<file path="config.mk">
export PLATFORM = sky130hd
export DESIGN_NAME = nmea_sentence_parser
export DESIGN_NICKNAME = d
export VERILOG_FILES = /design/src/rtl/nsp_pkg.sv /design/src/rtl/nsp_core.sv /design/src/rtl/nmea_sentence_parser.sv
export SDC_FILE = /design/constraint.sdc
export NUM_CORES = 1
export LEC_CHECK = 0
export BUFFER_PORTS_ARGS = -buffer_cell sky130_fd_sc_hd__buf_2
export CAP_MARGIN = 20
export CORE_ASPECT_RATIO = 1.75
export CORE_MARGIN = 4
export CORE_UTILIZATION = 45
export CTS_CLUSTER_DIAMETER = 200
export DETAILED_ROUTE_END_ITERATION = 12
export GPL_ROUTABILITY_DRIVEN = 0
export HOLD_SLACK_MARGIN = 0.08
export PLACE_DENSITY = 0.6
export SYNTH_ARGS = -nofsm -noshare
export SYNTH_HDL_FRONTEND = slang
export SYNTH_SLANG_ARGS = --single-unit
</file>
<file path="constraint.sdc">
create_clock -name i_clk -period 7.5 [get_ports i_clk]
set_input_delay 0.375 -clock i_clk [delete_from_list [all_inputs] [get_ports i_clk]]
set_output_delay 0.375 -clock i_clk [all_outputs]
set_load 0.01 [all_outputs]
</file>
<file path="src/rtl/nsp_pkg.sv">
// shared types and character codes for the nmea sentence parser
package nsp_pkg;

    localparam int MAX_FIELDS = 32;
    localparam int FIELD_W    = 6;

    localparam logic [7:0] CH_DOLLAR = 8'h24;
    localparam logic [7:0] CH_COMMA  = 8'h2C;
    localparam logic [7:0] CH_STAR   = 8'h2A;
    localparam logic [7:0] CH_CR     = 8'h0D;

    typedef enum logic [2:0] {
        PH_IDLE = 3'd0,
        PH_ADDR = 3'd1,
        PH_DATA = 3'd2,
        PH_OVER = 3'd3,
        PH_SUM  = 3'd4
    } t_phase;

    typedef enum logic [1:0] {
        KIND_DATA   = 2'd0,
        KIND_FIELD  = 2'd1,
        KIND_ACCEPT = 2'd2,
        KIND_REJECT = 2'd3
    } t_kind;

    typedef struct packed {
        t_kind              kind;
        logic [FIELD_W-1:0] field_index;
        logic [7:0]         char_value;
        logic [15:0]        talker_id;
        logic [23:0]        sentence_type;
        logic [FIELD_W-1:0] field_count;
        logic [7:0]         checksum_calc;
    } t_result;

endpackage

</file>
<file path="src/rtl/nsp_core.sv">
// per-byte sentence state and result decode
module nsp_core import nsp_pkg::*; #(
    parameter int MAX_FIELDS = nsp_pkg::MAX_FIELDS
) (
    input  logic       i_clk,
    input  logic       i_rst_n,
    input  logic       i_accept,
    input  logic [7:0] i_byte_value,
    input  logic       i_checksum_enable,
    output logic       o_res_valid,
    output t_result    o_res
);

    t_phase             r_phase, n_phase;
    logic [7:0]         r_xor_sum, n_xor_sum;
    logic [7:0]         r_recv_sum, n_recv_sum;
    logic [FIELD_W-1:0] r_field_num, n_field_num;
    logic [2:0]         r_addr_pos, n_addr_pos;
    logic [15:0]        r_talker, n_talker;
    logic [23:0]        r_type, n_type;
    logic               r_error, n_error;
    logic               r_star, n_star;

    logic [4:0]         hex;
    logic               ok;

    // bit 4 flags a valid hex digit
    function automatic logic [4:0] hex_decode(input logic [7:0] c);
        logic [4:0] v;
        v = 5'd0;
        if (c >= 8'h30 && c <= 8'h39) v = {1'b1, 4'(c - 8'h30)};
        else if (c >= 8'h61 && c <= 8'h66) v = {1'b1, 4'(c - 8'h57)};
        else if (c >= 8'h41 && c <= 8'h46) v = {1'b1, 4'(c - 8'h37)};
        return v;
    endfunction

    always_comb begin
        n_phase     = r_phase;
        n_xor_sum   = r_xor_sum;
        n_recv_sum  = r_recv_sum;
        n_field_num = r_field_num;
        n_addr_pos  = r_addr_pos;
        n_talker    = r_talker;
        n_type      = r_type;
        n_error     = r_error;
        n_star      = r_star;
        o_res_valid = 1'b0;
        o_res       = '0;
        hex         = hex_decode(i_byte_value);
        ok          = 1'b1;
        if (i_checksum_enable) begin
            ok = r_star && !r_error && (r_addr_pos == 3'd2) && (r_recv_sum == r_xor_sum)
                 && (r_phase == PH_SUM);
        end
        if (i_accept) begin
            if (i_byte_value == CH_DOLLAR) begin
                n_phase     = PH_ADDR;
                n_xor_sum   = 8'd0;
                n_recv_sum  = 8'd0;
                n_field_num = '0;
                n_addr_pos  = 3'd0;
                n_talker    = 16'd0;
                n_type      = 24'd0;
                n_error     = 1'b0;
                n_star      = 1'b0;
            end else if (r_phase == PH_IDLE) begin
                // outside a sentence, ignored
            end else if (i_byte_value == CH_CR) begin
                o_res_valid         = 1'b1;
                o_res.kind          = ok ? KIND_ACCEPT : KIND_REJECT;
                o_res.talker_id     = r_talker;
                o_res.sentence_type = r_type;
                o_res.field_count   = r_field_num;
                o_res.checksum_calc = r_xor_sum;
                n_phase             = PH_IDLE;
            end else if (r_phase == PH_SUM) begin
                if (!hex[4] || r_addr_pos >= 3'd2) begin
                    n_error = 1'b1;
                end else begin
                    n_recv_sum = {r_recv_sum[3:0], hex[3:0]};
                    n_addr_pos = r_addr_pos + 3'd1;
                end
            end else if (i_byte_value == CH_STAR) begin
                if (r_phase == PH_DATA) begin
                    o_res_valid       = 1'b1;
                    o_res.kind        = KIND_FIELD;
                    o_res.field_index = r_field_num;
                end
                n_star     = 1'b1;
                n_recv_sum = 8'd0;
                n_addr_pos = 3'd0;
                n_phase    = PH_SUM;
            end else begin
                n_xor_sum = r_xor_sum ^ i_byte_value;
                case (r_phase)
                    PH_ADDR: begin
                        if (i_byte_value == CH_COMMA) begin
                            n_field_num = FIELD_W'(1);
                            n_phase     = PH_DATA;
                        end else begin
                            case (r_addr_pos)
                                3'd0: n_talker[15:8] = i_byte_value;
                                3'd1: n_talker[7:0]  = i_byte_value;
                                3'd2: n_type[23:16]  = i_byte_value;
                                3'd3: n_type[15:8]   = i_byte_value;
                                3'd4: n_type[7:0]    = i_byte_value;
                                default: ;
                            endcase
                            if (r_addr_pos < 3'd5) n_addr_pos = r_addr_pos + 3'd1;
                        end
                    end
                    PH_DATA: begin
                        o_res_valid       = 1'b1;
                        o_res.field_index = r_field_num;
                        if (i_byte_value == CH_COMMA) begin
                            o_res.kind = KIND_FIELD;
                            if (r_field_num >= FIELD_W'(MAX_FIELDS)) begin
                                n_error = 1'b1;
                                n_phase = PH_OVER;
                            end else begin
                                n_field_num = r_field_num + FIELD_W'(1);
                            end
                        end else begin
                            o_res.kind       = KIND_DATA;
                            o_res.char_value = i_byte_value;
                        end
                    end
                    default: ;
                endcase
            end
        end
    end

    always_ff @(posedge i_clk) begin
        if (!i_rst_n) begin
            r_phase     <= PH_IDLE;
            r_xor_sum   <= 8'd0;
            r_recv_sum  <= 8'd0;
            r_field_num <= '0;
            r_addr_pos  <= 3'd0;
            r_talker    <= 16'd0;
            r_type      <= 24'd0;
            r_error     <= 1'b0;
            r_star      <= 1'b0;
        end else begin
            r_phase     <= n_phase;
            r_xor_sum   <= n_xor_sum;
            r_recv_sum  <= n_recv_sum;
            r_field_num <= n_field_num;
            r_addr_pos  <= n_addr_pos;
            r_talker    <= n_talker;
            r_type      <= n_type;
            r_error     <= n_error;
            r_star      <= n_star;
        end
    end

endmodule

</file>
<file path="src/rtl/nmea_sentence_parser.sv">
// nmea 0183 sentence parser top level with output register and skid stage
// a result request is registered into the output slot, or into the skid stage behind a stalled output
// throughput: one byte per cycle while the input is not stalled, set by the registered state update in nsp_core
// input stalls only while the skid stage holds a request behind a stalled output
// reset: synchronous active-low, clears sentence state, checksum enable and both
// output slots; the input does not stall coming out of reset
module nmea_sentence_parser import nsp_pkg::*; #(
    parameter int MAX_FIELDS = nsp_pkg::MAX_FIELDS
) (
    input  logic               i_clk,
    input  logic               i_rst_n,
    // configuration
    input  logic               i_cfg_wr_en,
    input  logic               i_cfg_wr_data,
    // byte input channel
    input  logic               i_in_valid,
    output logic               o_in_stall,
    input  logic [7:0]         i_byte_value,
    // result output channel
    output logic               o_out_valid,
    input  logic               i_out_stall,
    output logic [1:0]         o_kind,
    output logic [FIELD_W-1:0] o_field_index,
    output logic [7:0]         o_char_value,
    output logic [15:0]        o_talker_id,
    output logic [23:0]        o_sentence_type,
    output logic [FIELD_W-1:0] o_field_count,
    output logic [7:0]         o_checksum_calc
);

    logic    r_checksum_enable;
    logic    r_out_valid;
    t_result r_out;
    logic    r_skid_valid;
    t_result r_skid;

    logic    in_accept;
    logic    out_take;
    logic    res_valid;
    t_result res;

    // skid full means the next request may have nowhere to go
    assign o_in_stall = r_skid_valid;
    assign in_accept  = i_in_valid && !r_skid_valid;
    assign out_take   = r_out_valid && !i_out_stall;

    nsp_core #(
        .MAX_FIELDS (MAX_FIELDS)
    ) u_core (
        .i_clk             (i_clk),
        .i_rst_n           (i_rst_n),
        .i_accept          (in_accept),
        .i_byte_value      (i_byte_value),
        .i_checksum_enable (r_checksum_enable),
        .o_res_valid       (res_valid),
        .o_res             (res)
    );

    // checksum enable register
    always_ff @(posedge i_clk) begin
        if (!i_rst_n) begin
            r_checksum_enable <= 1'b0;
        end else if (i_cfg_wr_en) begin
            r_checksum_enable <= i_cfg_wr_data;
        end
    end

    // output control: the skid drains first, new requests fill the free slot
    always_ff @(posedge i_clk) begin
        if (!i_rst_n) begin
            r_out_valid  <= 1'b0;
            r_skid_valid <= 1'b0;
        end else if (out_take) begin
            if (r_skid_valid) begin
                r_skid_valid <= 1'b0;
            end else begin
                r_out_valid <= res_valid;
            end
        end else if (!r_out_valid) begin
            r_out_valid <= res_valid;
        end else if (res_valid) begin
            r_skid_valid <= 1'b1;
        end
    end

    // output payload, no reset needed
    always_ff @(posedge i_clk) begin
        if (out_take && r_skid_valid) begin
            r_out <= r_skid;
        end else if (out_take || !r_out_valid) begin
            r_out <= res;
        end
        if (r_out_valid && !out_take && res_valid) begin
            r_skid <= res;
        end
    end

    assign o_out_valid     = r_out_valid;
    assign o_kind          = r_out.kind;
    assign o_field_index   = r_out.field_index;
    assign o_char_value    = r_out.char_value;
    assign o_talker_id     = r_out.talker_id;
    assign o_sentence_type = r_out.sentence_type;
    assign o_field_count   = r_out.field_count;
    assign o_checksum_calc = r_out.checksum_calc;

endmodule

</file>
# == Word level (Yosys, flattened, before mapping) ==
# Index checks and enable logic that the tools add are counted.
# classes
addsub,5
bitwise_logic,2
n_mux,100
n_eq_ne,29
n_lt_le_gt_ge,9
n_reduce_logical,52
# ops
cell,count
$mux 70,5
$mux 24,7
$mux 8,19
$mux 16,8
$mux 54,1
$mux 3,17
$mux 6,8
$reduce_and 8->1,6
$mux 1,26
$eq 8x6->1 const B,3
$ge 8x7->1 const B,2
$le 8x7->1 const B,2
$reduce_bool 2->1,8
$mux 15,1
$mux 5,3
$reduce_and 5->1,3
$reduce_bool 3->1,5
$mux 14,1
$reduce_and 7->1,2
$logic_and 1x1->1,12
$pmux 6 s2,1
$ne 5x2->1 const B,2
$eq 3x2->1 const B,3
$ne 3x3->1 const B,3
32 further kinds,49
# word_totals
word_cells,226
output_inout_bits,72
inputBits,14
ff_bits,213

# == Depth between registers and ports, before layout ==
# Gate-level depths: netlist (run 1).
# logic_depth
word_depth,13
ltp_mapped,8
depth_no_buf,7

# == Hierarchy ==
# Synthesis (run 1) repeated with hierarchy kept, for this count alone.
# unflattened
cells_unflattened,713
hier_area_um2,9346.5
# by_module_without_submodules
module,n_inst,area_each_um2,seq_area_each_um2,cells_per_inst
nmea_sentence_parser,1,5257.5,4264.1,231
nsp_core,1,4088.9,1401.3,482

# == Least setup slack after synthesis (run 1) ==
# No wires, ideal clock.
# synth_path
path_type,register to register
startpoint,reg r_out_valid (netlist: o_out_valid)
endpoint,reg r_skid[0] (netlist name) (enable)
setup_time_ns,0.498
stages_incl_launch_ff,3
path_slack_ns,1.868
t_required_ns,7.002
period_less_slack_ns,5.632
n_path_buf,0
t_arrival_ns,5.134
path_cell_list,dfxtp_1 -> nand2_1 -> nor2_1
# synth_between
elab_chain_len,4
# synth_lines
element,line_no,source
start: declaration,nmea_sentence_parser.sv:32,logic r_out_valid;
start signal: assignment,nmea_sentence_parser.sv:77,r_out_valid <= res_valid;
start signal: assignment,nmea_sentence_parser.sv:80,r_out_valid <= res_valid;
$logic_and 1x1->1,nmea_sentence_parser.sv:45,assign out_take = r_out_valid && !i_out_stall;
$logic_not 1->1,nmea_sentence_parser.sv:93,if (r_out_valid && !out_take && res_valid) begin
$logic_and 1x1->1 (*) (2 in a row),nmea_sentence_parser.sv:93,
end signal: assignment,nmea_sentence_parser.sv:94,r_skid <= res;
end: declaration,nmea_sentence_parser.sv:35,t_result r_skid;
# Mark *: on every way between the ends. The rest lies on a longest branch, timed or not.
# A chain may end at the register's enable or synchronous reset.

# == Final worst setup path (run 1) ==
# layout_path
startpoint,reg u_core.r_phase[2]
endpoint,reg r_skid[45] (netlist name) (enable)
# layout_between
elab_chain_len,8
elab_cells_between_ends,10
classes_between,eq/ne: 2; mux: 6; reduce/logical: 2
# layout_lines
element,line_no,source
start: declaration,nsp_core.sv:14,"t_phase r_phase, n_phase;"
start signal: assignment,nsp_core.sv:146,r_phase <= n_phase;
$eq 3x2->1,"nsp_core.sv:84, nsp_core.sv:95",
$mux 1,"nsp_core.sv:84, nsp_core.sv:95",
$mux 1,nsp_core.sv:76,end else if (r_phase == PH_SUM) begin
$mux 1,nsp_core.sv:68,end else if (i_byte_value == CH_CR) begin
$mux 1 (*),nsp_core.sv:66,end else if (r_phase == PH_IDLE) begin
$mux 1 (*),nsp_core.sv:56,if (i_byte_value == CH_DOLLAR) begin
$mux 1 (*),nsp_core.sv:55,if (i_accept) begin
$logic_and 1x1->1 (*),nmea_sentence_parser.sv:93,
# Marks and branches as above.

==> results of run 1 <==
-- through the flow --
stage,cell area [um^2],util [%]
after detailed placement,9590,48.8
final,10200,52.0
after global routing,10200,52.0
after CTS,10200,51.9
after global placement,9590,48.8
after floorplan,8950,-
-- worst max-delay path by stage --
stage / depth (start not counted) / endpoint / start / slack [ns]
final: 5 / r_skid[45] / u_core.r_phase[2] / 4.12
after detailed placement: 8 / r_skid[35] / i_byte_value[0] / 3.90
after CTS: 5 / r_skid[31] / u_core.r_phase[1] / 4.11
after global placement: 8 / r_skid[33] / i_byte_value[0] / 3.98
after floorplan: 2 / r_skid[0] / o_out_valid / 1.87
after global routing: 5 / r_skid[31] / u_core.r_phase[1] / 3.85
-- sequential cells by signal (all words and copies together) (netlist names) --
| signal | count |
|---|---|
| u_core.r_type | 24 |
| u_core.r_xor_sum | 8 |
| o_field_count | 6 |
| u_core.r_recv_sum | 8 |
| u_core.r_phase | 3 |
| u_core.r_talker | 16 |
| u_core.r_addr_pos | 3 |
| o_kind | 2 |
| o_out_valid | 1 |
| o_field_index | 6 |
| r_checksum_enable | 1 |
| o_checksum_calc | 8 |
| u_core.r_field_num | 6 |
| r_skid | 70 |
| o_talker_id | 16 |
| u_core.r_error | 1 |
| o_char_value | 8 |
| o_in_stall | 1 |
| u_core.r_star | 1 |
| o_sentence_type | 24 |
-- worst max-delay path: stages, from the launching register on --
cell and delay (ns):
sky130_fd_sc_hd__dfxtp_1 0.43, sky130_fd_sc_hd__nor3b_1 0.42, sky130_fd_sc_hd__o21ai_0 0.47, sky130_fd_sc_hd__a21o_1 0.35, sky130_fd_sc_hd__nor2_4 0.65, sky130_fd_sc_hd__buf_4 0.63
-- cell usage in the layout (no fill, tap or decap), types with 4 or more instances in the layout --
cell	count
sky130_fd_sc_hd__nor3_1	12
sky130_fd_sc_hd__o22ai_1	11
sky130_fd_sc_hd__xnor2_1	8
sky130_fd_sc_hd__inv_1	12
sky130_fd_sc_hd__nand2_1	51
sky130_fd_sc_hd__a311oi_1	4
sky130_fd_sc_hd__and3_1	8
sky130_fd_sc_hd__dfxtp_1	73
sky130_fd_sc_hd__o2bb2ai_1	12
sky130_fd_sc_hd__nand3_1	23
sky130_fd_sc_hd__a21o_1	73
sky130_fd_sc_hd__o21ai_0	26
sky130_fd_sc_hd__nor3b_1	5
sky130_fd_sc_hd__nand2b_1	7
sky130_fd_sc_hd__a32o_1	4
sky130_fd_sc_hd__and3b_1	4
sky130_fd_sc_hd__edfxtp_1	140
sky130_fd_sc_hd__and2_1	63
sky130_fd_sc_hd__nand4_1	4
sky130_fd_sc_hd__buf_2	85
sky130_fd_sc_hd__nor2_1	19
sky130_fd_sc_hd__xor2_1	9
sky130_fd_sc_hd__o2111ai_1	5
sky130_fd_sc_hd__mux2i_1	22
sky130_fd_sc_hd__ha_1	12
sky130_fd_sc_hd__a21oi_1	12
sky130_fd_sc_hd__clkbuf_16	19
sky130_fd_sc_hd__nor4_1	5
sky130_fd_sc_hd__or2_2	4
sky130_fd_sc_hd__clkbuf_8	5
-- layout make-up --
type	count	area (um^2)
Antenna cell	1	2.50
Clock buffer	28	561
Clock inverter	5	48.8
Fill cell	1729	9430
Inverter	11	41.3
Multi-Input combinational cell	456	3130
Sequential cell	213	5670
Tap cell	245	307
Timing Repair Buffer	89	468
-- power groups by stage --
stage	Sequential (mW)	Clock [mW]	Combinational, mW
2_1_floorplan	1.26	0	0.0257
3_3_place_gp	1.26	0	0.0385
3_5_place_dp	1.26	0	0.0399
4_1_cts	1.23	0.980	0.0400
5_1_grt	1.23	1.03	0.0442
6_report	1.23	0.959	0.0405
-- layer usage --
metal / share of wire, % / vias to the layer above / wire length, um / track usage [%]
li1: - / 2795 / - / -
met1: 38 / 2825 / 7360 / 19.1
met2: 55 / 126 / 10700 / 32.7
met3: 4.0 / 45 / 785 / 2.40
met4: 3.9 / 0 / 753 / 7.31
met5: 0 / - / 0 / 0
-- cells by family (layout without fill, tap and decap cells) --
kind of cell,count (synthesis),count (layout),share of synthesized area [%]
DFF,213,213,63.3
muxes,24,24,2.71
other,0,1,0
and+or+nand+nor,232,232,14.7
buffers and inverters,46,133,2.00
xor gates and xnor gates,17,17,1.66
adders and majority gates,12,12,1.68
AOI/OAI and AO/OA,171,171,13.9
==> impl_metrics.xml, run 1 <==
<?xml version="1.0" encoding="UTF-8"?>
<metrics>
  <group name="run_status">
    <metric name="status" unit="">finished clean</metric>
  </group>
  <group name="timing">
    <metric name="fmaxAchievable" unit="GHz">0.296</metric>
    <metric name="number_of_endpoints_with_negative_hold_slack_in_the_final_report" unit="">0</metric>
    <metric name="setup_viol" unit="">0</metric>
    <metric name="max_slew.worst_pin.slew" unit="ns">1.11</metric>
    <metric name="drv_slew" unit="">0</metric>
    <metric name="slew_headroom" unit="%">25.8</metric>
    <metric name="final.min_clock_period" unit="ns">3.38</metric>
    <metric name="min_period_over_period" unit="%">45.1</metric>
    <metric name="final.setup.tns" unit="ns">0</metric>
    <metric name="fin_hold_ws" unit="ns">0.152</metric>
    <metric name="timing.clock.skew" unit="ns">0.00950</metric>
    <metric name="post-route-worst-setup-slack" unit="ns">4.12</metric>
    <metric name="grt_setup_unrepaired" unit="">no</metric>
  </group>
  <group name="worst_setup_path">
    <metric name="critical_path_required" unit="ns">7.61</metric>
    <metric name="worst_path_maximum_fanout" unit="">42</metric>
    <metric name="r2r_start" unit="">u_core.r_phase[2]</metric>
    <metric name="worst-setup-path-type" unit="">register to register</metric>
    <metric name="crit_path_start_kind" unit="">register</metric>
    <metric name="critical_path.reg2reg.endpoint" unit="">r_skid[45]</metric>
    <metric name="worst-endpoint-arrival" unit="ns">3.50</metric>
    <metric name="critical_path.endpoint_type" unit="">register</metric>
    <metric name="r2r.worst_path.cells" unit="">5</metric>
    <metric name="regToRegSetupSlack" unit="ns">4.12</metric>
  </group>
  <group name="route">
    <metric name="drt_pre_antenna_iters" unit="">5</metric>
    <metric name="sum_of_routed_wire_length_over_all_layers" unit="um">19500</metric>
    <metric name="detailedRoute.firstIterationViolations" unit="">301</metric>
    <metric name="post-route-drc-count" unit="">0</metric>
    <metric name="num_vias" unit="">5791</metric>
    <metric name="final_antenna_net_count" unit="">0</metric>
    <metric name="wire_per_inst" unit="um">18.7</metric>
    <metric name="vias_per_cell" unit="">5.53</metric>
  </group>
  <group name="synth">
    <metric name="netlist_top_cells_area" unit="">sky130_fd_sc_hd__edfxtp_1 47%, sky130_fd_sc_hd__dfxtp_1 16%, sky130_fd_sc_hd__a21o_1 6.1%</metric>
    <metric name="synth_commonest_cells" unit="">140 x sky130_fd_sc_hd__edfxtp_1, 73 x sky130_fd_sc_hd__a21o_1, 73 x sky130_fd_sc_hd__dfxtp_1</metric>
    <metric name="cell_area_after_technology_mapping" unit="um^2">8950</metric>
    <metric name="synth_area_per_cell" unit="um^2">12.5</metric>
    <metric name="postSynth.asyncResetShare" unit="%">0</metric>
    <metric name="mappedNetlistNets" unit="">741</metric>
    <metric name="yosys.cell_types.count" unit="">61</metric>
    <metric name="yosys_register_bits" unit="">213</metric>
    <metric name="ys_dominant_reg_cell" unit="">sky130_fd_sc_hd__edfxtp_1</metric>
    <metric name="synth_warnings" unit="">0</metric>
    <metric name="synth_enable_flop_cells" unit="">140</metric>
    <metric name="synth_largest_type_area_fraction" unit="%">47.0</metric>
    <metric name="synthesis.instances" unit="">715</metric>
    <metric name="post-synth-top-count-cell" unit="">sky130_fd_sc_hd__edfxtp_1</metric>
    <metric name="yosys.area.top_type" unit="">sky130_fd_sc_hd__edfxtp_1</metric>
    <metric name="yosysSeqAreaShare" unit="%">63.3</metric>
  </group>
  <group name="power_and_ir_drop">
    <metric name="seq_power_share" unit="%">55.3</metric>
    <metric name="intPower" unit="mW">1.80</metric>
    <metric name="power_after_layout" unit="mW">2.23</metric>
    <metric name="clock_power_share" unit="%">42.9</metric>
    <metric name="power_per_cell_area" unit="nW/um^2">219</metric>
    <metric name="power.leakage" unit="nW">4.49</metric>
    <metric name="power.switching" unit="mW">0.437</metric>
    <metric name="sw_frac_of_total" unit="%">19.6</metric>
    <metric name="combinationalPowerShare" unit="%">1.8</metric>
    <metric name="vdd.ir_drop.worst" unit="mV">0.146</metric>
  </group>
  <group name="layout">
    <metric name="post_route_cells_drive_above_1_share" unit="%">17.7</metric>
    <metric name="flow.area_growth_from_synthesis" unit="%">14.3</metric>
    <metric name="nNetsFinal" unit="">816</metric>
    <metric name="finalNonFillerCells" unit="">1048</metric>
  </group>
  <group name="cts">
    <metric name="numCtsBuffers" unit="">19</metric>
    <metric name="cts_tree" unit="">yes</metric>
    <metric name="ctsHtreeMaxLevel" unit="">1</metric>
    <metric name="ctsHoldBuffers" unit="">0</metric>
    <metric name="maximum_buffer_depth_of_the_clock_tree" unit="">3</metric>
    <metric name="clock_sink_count" unit="">213</metric>
    <metric name="post_cts_resized" unit="">0</metric>
    <metric name="ctsRootBufferMaster" unit="">sky130_fd_sc_hd__clkbuf_16</metric>
    <metric name="postCtsSetupBuffers" unit="">0</metric>
    <metric name="clock_insertion_delay_worst_skew" unit="ns">0.48</metric>
    <metric name="clock_transition_at_path_regs" unit="ns">0.07</metric>
  </group>
  <group name="global_route">
    <metric name="wire_length_of_the_first_global_routing_pass" unit="um">31000</metric>
    <metric name="grt_remaining_overflow" unit="">0</metric>
    <metric name="pin_count_of_the_biggest_net_entering_global_routing" unit="">78</metric>
    <metric name="first_global_vias" unit="">5822</metric>
    <metric name="grt.total_usage" unit="%">17.4</metric>
    <metric name="grt_antenna_before_repair" unit="">1</metric>
  </group>
  <group name="place">
    <metric name="placed_cells" unit="">1013</metric>
    <metric name="dp_hpwl" unit="um">13700</metric>
    <metric name="dp_slack" unit="ns">3.90</metric>
    <metric name="port_buffers" unit="">85</metric>
  </group>
  <group name="worst_hold_path">
    <metric name="source_of_the_worst_hold_timing_path" unit="">i_cfg_wr_data</metric>
    <metric name="min_path_type" unit="">input port to register</metric>
    <metric name="hold_end" unit="">r_checksum_enable</metric>
    <metric name="min_delay_path_depth" unit="">3</metric>
  </group>
  <group name="die">
    <metric name="initial_utilization" unit="%">45.5</metric>
    <metric name="die_y" unit="um">195</metric>
    <metric name="io-pin-count" unit="">86</metric>
    <metric name="std_cell_rows" unit="">68</metric>
    <metric name="dieWidth" unit="um">115</metric>
    <metric name="coreArea" unit="um^2">19700</metric>
    <metric name="die_area" unit="um^2">22300</metric>
  </group>
  <group name="run">
    <metric name="max_cap_viol_count" unit="">0</metric>
  </group>
</metrics>
No activity file was read; power rests on OpenSTA's default activity.
==> inputs of run 2 (changes only) <==
--- a/config.mk
+++ b/config.mk
@@ -14,7 +14,7 @@
 export DETAILED_ROUTE_END_ITERATION = 12
 export GPL_ROUTABILITY_DRIVEN = 0
 export HOLD_SLACK_MARGIN = 0.08
-export PLACE_DENSITY = 0.6
+export PLACE_DENSITY = 0.63
 export SYNTH_ARGS = -nofsm -noshare
 export SYNTH_HDL_FRONTEND = slang
 export SYNTH_SLANG_ARGS = --single-unit
==> constraint.sdc (replaced) <==
create_clock -name i_clk -period 3 [get_ports i_clk]
set_input_delay 0.15 -clock i_clk [delete_from_list [all_inputs] [get_ports i_clk]]
set_output_delay 0.15 -clock i_clk [all_outputs]
set_load 0.01 [all_outputs]
==> impl_metrics.xml, run 2 (synthesized netlist as in run 1, its figures left out) <==
<?xml version="1.0" encoding="UTF-8"?>
<metrics>
  <group name="die">
    <metric name="die_y" unit="um">195</metric>
    <metric name="io-pin-count" unit="">86</metric>
    <metric name="coreArea" unit="um^2">19700</metric>
    <metric name="initial_utilization" unit="%">45.5</metric>
    <metric name="dieWidth" unit="um">115</metric>
    <metric name="std_cell_rows" unit="">68</metric>
    <metric name="die_area" unit="um^2">22300</metric>
  </group>
  <group name="worst_setup_path">
    <metric name="r2r_start" unit="">u_core.r_phase[2]</metric>
    <metric name="critical_path_max_stage_delay" unit="ns">0.59</metric>
    <metric name="cp_slowest_cell" unit="">sky130_fd_sc_hd__or3b_2</metric>
    <metric name="crit_path_start_kind" unit="">register</metric>
    <metric name="regToRegSetupSlack" unit="ns">0.49</metric>
    <metric name="worst_path_maximum_fanout" unit="">11</metric>
    <metric name="r2r.worst_path.cells" unit="">5</metric>
    <metric name="cells_along_the_critical_path" unit="">or3b_2 &gt; a311oi_1 &gt; o22ai_1 &gt; and2_1 &gt; o2bb2ai_1</metric>
    <metric name="worst-setup-path-type" unit="">register to register</metric>
    <metric name="timing.critical_path.buf_inv" unit="">0</metric>
    <metric name="critical_path.endpoint_type" unit="">register</metric>
    <metric name="critical_path.top_delay_family" unit="">compound AO/OA/AOI/OAI gates</metric>
    <metric name="critical_path_required" unit="ns">3.36</metric>
    <metric name="worst-endpoint-arrival" unit="ns">2.87</metric>
    <metric name="critical_path.reg2reg.endpoint" unit="">u_core.r_talker[9]</metric>
  </group>
  <group name="layout">
    <metric name="largest_reg_flops" unit="">70</metric>
    <metric name="flow.area_growth_from_synthesis" unit="%">15.2</metric>
    <metric name="layout.cells.most_common" unit="">sky130_fd_sc_hd__edfxtp_1</metric>
    <metric name="post_route_cells_drive_above_1_share" unit="%">18.5</metric>
    <metric name="nNetsFinal" unit="">831</metric>
    <metric name="top_reg_by_flops" unit="">r_skid</metric>
    <metric name="antennaDiodeCount" unit="">0</metric>
    <metric name="mostFrequentLayoutCells" unit="">140 x sky130_fd_sc_hd__edfxtp_1, 85 x sky130_fd_sc_hd__buf_2, 73 x sky130_fd_sc_hd__a21o_1, 73 x sky130_fd_sc_hd__dfxtp_1, 63 x sky130_fd_sc_hd__and2_1</metric>
    <metric name="fill_cells" unit="">1728</metric>
  </group>
  <group name="power_and_ir_drop">
    <metric name="clock_power_share" unit="%">41.5</metric>
    <metric name="seq_power_share" unit="%">56.5</metric>
    <metric name="sw_frac_of_total" unit="%">20.0</metric>
    <metric name="vdd.ir_drop.worst" unit="mV">0.341</metric>
    <metric name="power_per_cell_area" unit="nW/um^2">530</metric>
    <metric name="combinationalPowerShare" unit="%">2.0</metric>
    <metric name="power_after_layout" unit="mW">5.47</metric>
    <metric name="power.switching" unit="mW">1.10</metric>
    <metric name="intPower" unit="mW">4.37</metric>
    <metric name="power.leakage" unit="nW">4.55</metric>
  </group>
  <group name="cts">
    <metric name="clock_sink_count" unit="">213</metric>
    <metric name="clock_transition_at_path_regs" unit="ns">0.07</metric>
    <metric name="postCtsSetupBuffers" unit="">0</metric>
    <metric name="post_cts_resized" unit="">0</metric>
    <metric name="cts_tree" unit="">yes</metric>
    <metric name="maximum_buffer_depth_of_the_clock_tree" unit="">3</metric>
    <metric name="numCtsBuffers" unit="">19</metric>
    <metric name="ctsRootBufferMaster" unit="">sky130_fd_sc_hd__clkbuf_16</metric>
    <metric name="ctsHtreeMaxLevel" unit="">1</metric>
    <metric name="ctsHoldBuffers" unit="">5</metric>
    <metric name="clock_insertion_delay_worst_skew" unit="ns">0.49</metric>
  </group>
  <group name="route">
    <metric name="wire_per_inst" unit="um">18.9</metric>
    <metric name="final_antenna_net_count" unit="">0</metric>
    <metric name="vias_per_cell" unit="">5.56</metric>
    <metric name="detailedRoute.firstIterationViolations" unit="">501</metric>
    <metric name="sum_of_routed_wire_length_over_all_layers" unit="um">20100</metric>
    <metric name="num_vias" unit="">5907</metric>
    <metric name="post-route-drc-count" unit="">0</metric>
    <metric name="drt_pre_antenna_iters" unit="">4</metric>
  </group>
  <group name="timing">
    <metric name="fmaxAchievable" unit="GHz">0.398</metric>
    <metric name="final.setup.tns" unit="ns">0</metric>
    <metric name="number_of_endpoints_with_negative_hold_slack_in_the_final_report" unit="">0</metric>
    <metric name="final.min_clock_period" unit="ns">2.51</metric>
    <metric name="max_slew.worst_pin.slew" unit="ns">0.916</metric>
    <metric name="grt_setup_unrepaired" unit="">no</metric>
    <metric name="setup_viol" unit="">0</metric>
    <metric name="timing.clock.skew" unit="ns">0.0125</metric>
    <metric name="drv_slew" unit="">0</metric>
    <metric name="min_period_over_period" unit="%">83.7</metric>
    <metric name="slew_headroom" unit="%">38.9</metric>
  </group>
  <group name="global_route">
    <metric name="wire_length_of_the_first_global_routing_pass" unit="um">32000</metric>
    <metric name="grt.total_usage" unit="%">17.8</metric>
    <metric name="grt_antenna_before_repair" unit="">0</metric>
    <metric name="grt_remaining_overflow" unit="">0</metric>
    <metric name="first_global_vias" unit="">6172</metric>
    <metric name="pin_count_of_the_biggest_net_entering_global_routing" unit="">71</metric>
  </group>
  <group name="worst_hold_path">
    <metric name="min_delay_path_depth" unit="">4</metric>
    <metric name="source_of_the_worst_hold_timing_path" unit="">i_byte_value[1]</metric>
    <metric name="min_path_type" unit="">input port to register</metric>
    <metric name="hold_end" unit="">u_core.r_xor_sum[1]</metric>
  </group>
  <group name="place">
    <metric name="dp_hpwl" unit="um">14600</metric>
    <metric name="port_buffers" unit="">85</metric>
  </group>
  <group name="run">
    <metric name="max_cap_viol_count" unit="">0</metric>
  </group>
  <group name="run_status">
    <metric name="status" unit="">finished clean</metric>
  </group>
</metrics>
==> run 2: worst reg2reg max path, stage by stage, from the launching register on <==
cell and delay, ns:
sky130_fd_sc_hd__dfxtp_1 0.46, sky130_fd_sc_hd__or3b_2 0.59, sky130_fd_sc_hd__a311oi_1 0.54, sky130_fd_sc_hd__o22ai_1 0.35, sky130_fd_sc_hd__and2_1 0.30, sky130_fd_sc_hd__o2bb2ai_1 0.14
==> run 2: final cells by class <==
cell class / count / area (um^2) / area share (%)
Sequential cell: 213 / 5670 / 54.9
Multi-Input combinational cell: 456 / 3120 / 30.3
Timing Repair Buffer: 104 / 606 / 5.87
Clock buffer: 27 / 537 / 5.21
Tap cell: 245 / 307 / 2.97
Inverter: 11 / 41.3 / 0.400
Clock inverter: 6 / 33.8 / 0.328
==> run 2: worst max path at each step <==
| stage | startpoint | end | cells past startpoint |
|---|---|---|---|
| final | u_core.r_phase[2] | u_core.r_talker[9] | 5 |
| after global routing | u_core.r_phase[1] | r_skid[25] | 6 |
| after CTS | u_core.r_phase[0] | u_core.r_talker[9] | 5 |
| after detailed placement | i_byte_value[1] | o_sentence_type[4] | 9 |
| after global placement | i_byte_value[1] | o_sentence_type[8] | 9 |
| after floorplan | o_out_valid | r_skid[0] | 2 |
==> run 2: power groups by stage <==
stage / clock [mW] / combinational [mW] / sequential, mW
finish: 2.27 / 0.111 / 3.09
global route: 2.43 / 0.121 / 3.09
CTS: 2.33 / 0.110 / 3.09
detailed placement: 0 / 0.105 / 3.15
global placement: 0 / 0.103 / 3.15
floorplan: 0 / 0.0643 / 3.15
==> run 2: per-layer routing <==
layer  wire, um  GRT usage (%)  share of wire [%]  up-vias
li1           -              -                  -     2826
met1       7400           19.0                 37     2876
met2      11000           33.6                 55      156
met3        860           2.34                4.3       49
met4        832           8.15                4.1        0
met5          0              0                  0        -
==> run 2: metrics by stage <==
step	worst slack (ns)	hold WS, ns	util [%]	std cells	instance area (um^2)
2_1_floorplan	0.0876	0.302	-	715	8960
3_3_place_gp	0.467	0.419	49.3	1024	9690
3_5_place_dp	0.438	0.418	49.3	1024	9690
4_1_cts	0.485	0.0891	52.5	1062	10300
5_1_grt	0.331	0.120	52.5	1062	10300
6_report	0.488	0.0886	52.5	1062	10300
==> inputs of run 3 (changes only) <==
--- a/config.mk
+++ b/config.mk
@@ -14,7 +14,7 @@
 export DETAILED_ROUTE_END_ITERATION = 12
 export GPL_ROUTABILITY_DRIVEN = 0
 export HOLD_SLACK_MARGIN = 0.08
-export PLACE_DENSITY = 0.63
+export PLACE_DENSITY = 0.6
 export SYNTH_ARGS = -nofsm -noshare
 export SYNTH_HDL_FRONTEND = slang
 export SYNTH_SLANG_ARGS = --single-unit
==> constraint.sdc (replaced) <==
create_clock -name i_clk -period 2.5 [get_ports i_clk]
set_input_delay 0.125 -clock i_clk [delete_from_list [all_inputs] [get_ports i_clk]]
set_output_delay 0.125 -clock i_clk [all_outputs]
set_load 0.01 [all_outputs]
==> impl_metrics.xml, run 3 (synthesized netlist as in run 1, its figures left out) <==
<?xml version="1.0" encoding="UTF-8"?>
<metrics>
  <group name="run_status">
    <metric name="status" unit="">finished clean</metric>
  </group>
  <group name="die">
    <metric name="coreArea" unit="um^2">19700</metric>
    <metric name="dieWidth" unit="um">115</metric>
    <metric name="std_cell_rows" unit="">68</metric>
    <metric name="die_area" unit="um^2">22300</metric>
    <metric name="die_y" unit="um">195</metric>
    <metric name="initial_utilization" unit="%">45.5</metric>
    <metric name="io-pin-count" unit="">86</metric>
  </group>
  <group name="timing">
    <metric name="final.setup.tns" unit="ns">0</metric>
    <metric name="slew_headroom" unit="%">54.6</metric>
    <metric name="post-route-worst-setup-slack" unit="ns">0.00747</metric>
    <metric name="max_slew.worst_pin.slew" unit="ns">0.664</metric>
    <metric name="final.min_clock_period" unit="ns">2.49</metric>
    <metric name="timing.clock.skew" unit="ns">0.00772</metric>
    <metric name="grt_setup_unrepaired" unit="">no</metric>
    <metric name="fin_hold_ws" unit="ns">0.106</metric>
    <metric name="drv_slew" unit="">0</metric>
    <metric name="setup_viol" unit="">0</metric>
    <metric name="min_period_over_period" unit="%">99.7</metric>
    <metric name="number_of_endpoints_with_negative_hold_slack_in_the_final_report" unit="">0</metric>
    <metric name="fmaxAchievable" unit="GHz">0.401</metric>
  </group>
  <group name="global_route">
    <metric name="first_global_vias" unit="">6084</metric>
    <metric name="grt_remaining_overflow" unit="">0</metric>
    <metric name="grtUsageMet3" unit="%">2.65</metric>
    <metric name="wire_length_of_the_first_global_routing_pass" unit="um">32600</metric>
    <metric name="pin_count_of_the_biggest_net_entering_global_routing" unit="">70</metric>
    <metric name="grt_most_used_layer" unit="">met2</metric>
    <metric name="gr-usage-met2" unit="%">33.3</metric>
    <metric name="grt_antenna_before_repair" unit="">0</metric>
    <metric name="grt.total_usage" unit="%">18.3</metric>
    <metric name="use_met1" unit="%">20.5</metric>
  </group>
  <group name="worst_setup_path">
    <metric name="critical_path.endpoint_type" unit="">register</metric>
    <metric name="cells_along_the_critical_path" unit="">dlygate4sd3_1 &gt; buf_2 &gt; or3_1 &gt; or2_2 &gt; a2111oi_0 &gt; nand2b_1 &gt; o221a_1</metric>
    <metric name="critical_path.reg2reg.endpoint" unit="">u_core.r_recv_sum[1]</metric>
    <metric name="crit_path_start_kind" unit="">input port</metric>
    <metric name="r2r.worst_path.cells" unit="">6</metric>
    <metric name="critical_path_required" unit="ns">2.87</metric>
    <metric name="r2r_start" unit="">u_core.r_addr_pos[0]</metric>
    <metric name="cp_slowest_cell" unit="">sky130_fd_sc_hd__a2111oi_0</metric>
    <metric name="critical_path_max_stage_delay" unit="ns">0.65</metric>
    <metric name="worst-setup-path-type" unit="">input port to register</metric>
    <metric name="regToRegSetupSlack" unit="ns">0.14</metric>
    <metric name="worst_path_maximum_fanout" unit="">10</metric>
    <metric name="worst-endpoint-arrival" unit="ns">2.86</metric>
  </group>
  <group name="place">
    <metric name="placed_cell_area" unit="um^2">9810</metric>
    <metric name="dp_slack" unit="ns">-0.128</metric>
    <metric name="placed_cells" unit="">1034</metric>
    <metric name="dp_hpwl" unit="um">14600</metric>
    <metric name="port_buffers" unit="">85</metric>
  </group>
  <group name="worst_hold_path">
    <metric name="min_path_type" unit="">input port to register</metric>
    <metric name="hold_end" unit="">u_core.r_xor_sum[7]</metric>
    <metric name="min_delay_path_depth" unit="">4</metric>
    <metric name="source_of_the_worst_hold_timing_path" unit="">i_byte_value[7]</metric>
  </group>
  <group name="cts">
    <metric name="clock_insertion_delay_worst_skew" unit="ns">0.47</metric>
    <metric name="ctsRootBufferMaster" unit="">sky130_fd_sc_hd__clkbuf_16</metric>
    <metric name="numCtsBuffers" unit="">19</metric>
    <metric name="ctsHtreeMaxLevel" unit="">1</metric>
    <metric name="clock_sink_count" unit="">213</metric>
    <metric name="maximum_buffer_depth_of_the_clock_tree" unit="">3</metric>
    <metric name="clock_transition_at_path_regs" unit="ns">0.06</metric>
    <metric name="cts_tree" unit="">yes</metric>
  </group>
  <group name="layout">
    <metric name="largest_reg_flops" unit="">70</metric>
    <metric name="antennaDiodeCount" unit="">0</metric>
    <metric name="final_design_area_no_fill" unit="um^2">10400</metric>
    <metric name="post_route_cells_drive_above_1_share" unit="%">19.4</metric>
    <metric name="finalNonFillerCells" unit="">1073</metric>
    <metric name="nNetsFinal" unit="">842</metric>
    <metric name="mostFrequentLayoutCells" unit="">140 x sky130_fd_sc_hd__edfxtp_1, 85 x sky130_fd_sc_hd__buf_2, 73 x sky130_fd_sc_hd__a21o_1, 72 x sky130_fd_sc_hd__dfxtp_1, 63 x sky130_fd_sc_hd__and2_1</metric>
    <metric name="flow.area_growth_from_synthesis" unit="%">16.7</metric>
    <metric name="layout.cells.most_common" unit="">sky130_fd_sc_hd__edfxtp_1</metric>
    <metric name="top_reg_by_flops" unit="">r_skid</metric>
    <metric name="post-route-util" unit="%">53.1</metric>
  </group>
  <group name="route">
    <metric name="detailedRoute.firstIterationViolations" unit="">501</metric>
    <metric name="wire_per_inst" unit="um">19.0</metric>
    <metric name="num_vias" unit="">5966</metric>
    <metric name="post-route-drc-count" unit="">0</metric>
    <metric name="vias_per_cell" unit="">5.56</metric>
    <metric name="final_antenna_net_count" unit="">0</metric>
    <metric name="drt_pre_antenna_iters" unit="">6</metric>
    <metric name="sum_of_routed_wire_length_over_all_layers" unit="um">20400</metric>
  </group>
  <group name="run">
    <metric name="max_cap_viol_count" unit="">0</metric>
  </group>
  <group name="power_and_ir_drop">
    <metric name="vdd.ir_drop.worst" unit="mV">0.431</metric>
    <metric name="power_after_layout" unit="mW">6.52</metric>
    <metric name="power.leakage" unit="nW">4.61</metric>
    <metric name="power_per_cell_area" unit="nW/um^2">625</metric>
  </group>
</metrics>
==> run 3: area by class of cell <==
class                   count  area, um^2
fillers                  1721        9220
clock buffers              29         543
well taps                 245         307
clock inverters             4        18.8
repair buffers            115         716
inverters                  11        41.3
multi-input cells         456        3150
flip-flops and latches    213        5670
==> run 3: how the worst max path moves through the flow <==
stage,start,endpoint,slack (ns),cells after the start
CTS,u_core.r_addr_pos[1],o_kind[0],0.03,6
floorplan,u_core.r_phase[2],r_skid[0],-0.07,6
detailed placement,i_byte_value[0],u_core.r_recv_sum[1],-0.13,8
finish,i_byte_value[6],u_core.r_recv_sum[1],0.007,7
global placement,i_byte_value[0],u_core.r_recv_sum[1],-0.08,8
global route,u_core.r_addr_pos[0],u_core.r_recv_sum[4],0.02,8
==> run 3: layer usage <==
layer / wire (um) / vias up
met5: 0 / -
met4: 1070 / 0
met3: 885 / 68
met2: 10900 / 160
met1: 7610 / 2887
li1: - / 2851
==> run 3: power by group <==
group | internal, mW | switching [mW] | total, mW | leakage, nW
combinational | 0.0446 | 0.0947 | 0.139 | 2.22
clock | 1.50 | 1.18 | 2.68 | 0.275
sequential | 3.70 | 0.000840 | 3.71 | 2.11
total | 5.25 | 1.27 | 6.52 | 4.61
==> run 3: what timing repair did <==
item	CTS	global route
setup buffers	0	0
hold buffers	6	0
hold endpoints to repair	7	0
endpoints found under the setup margin	0	1
gates resized for setup	0	1
==> run 3: critical path, delay by kind of cell <==
| family | cells | cell delay, ns |
|---|---|---|
| buf+inv | 2 | 0.71 |
| simple gates | 3 | 1.11 |
| compound gates | 2 | 0.91 |
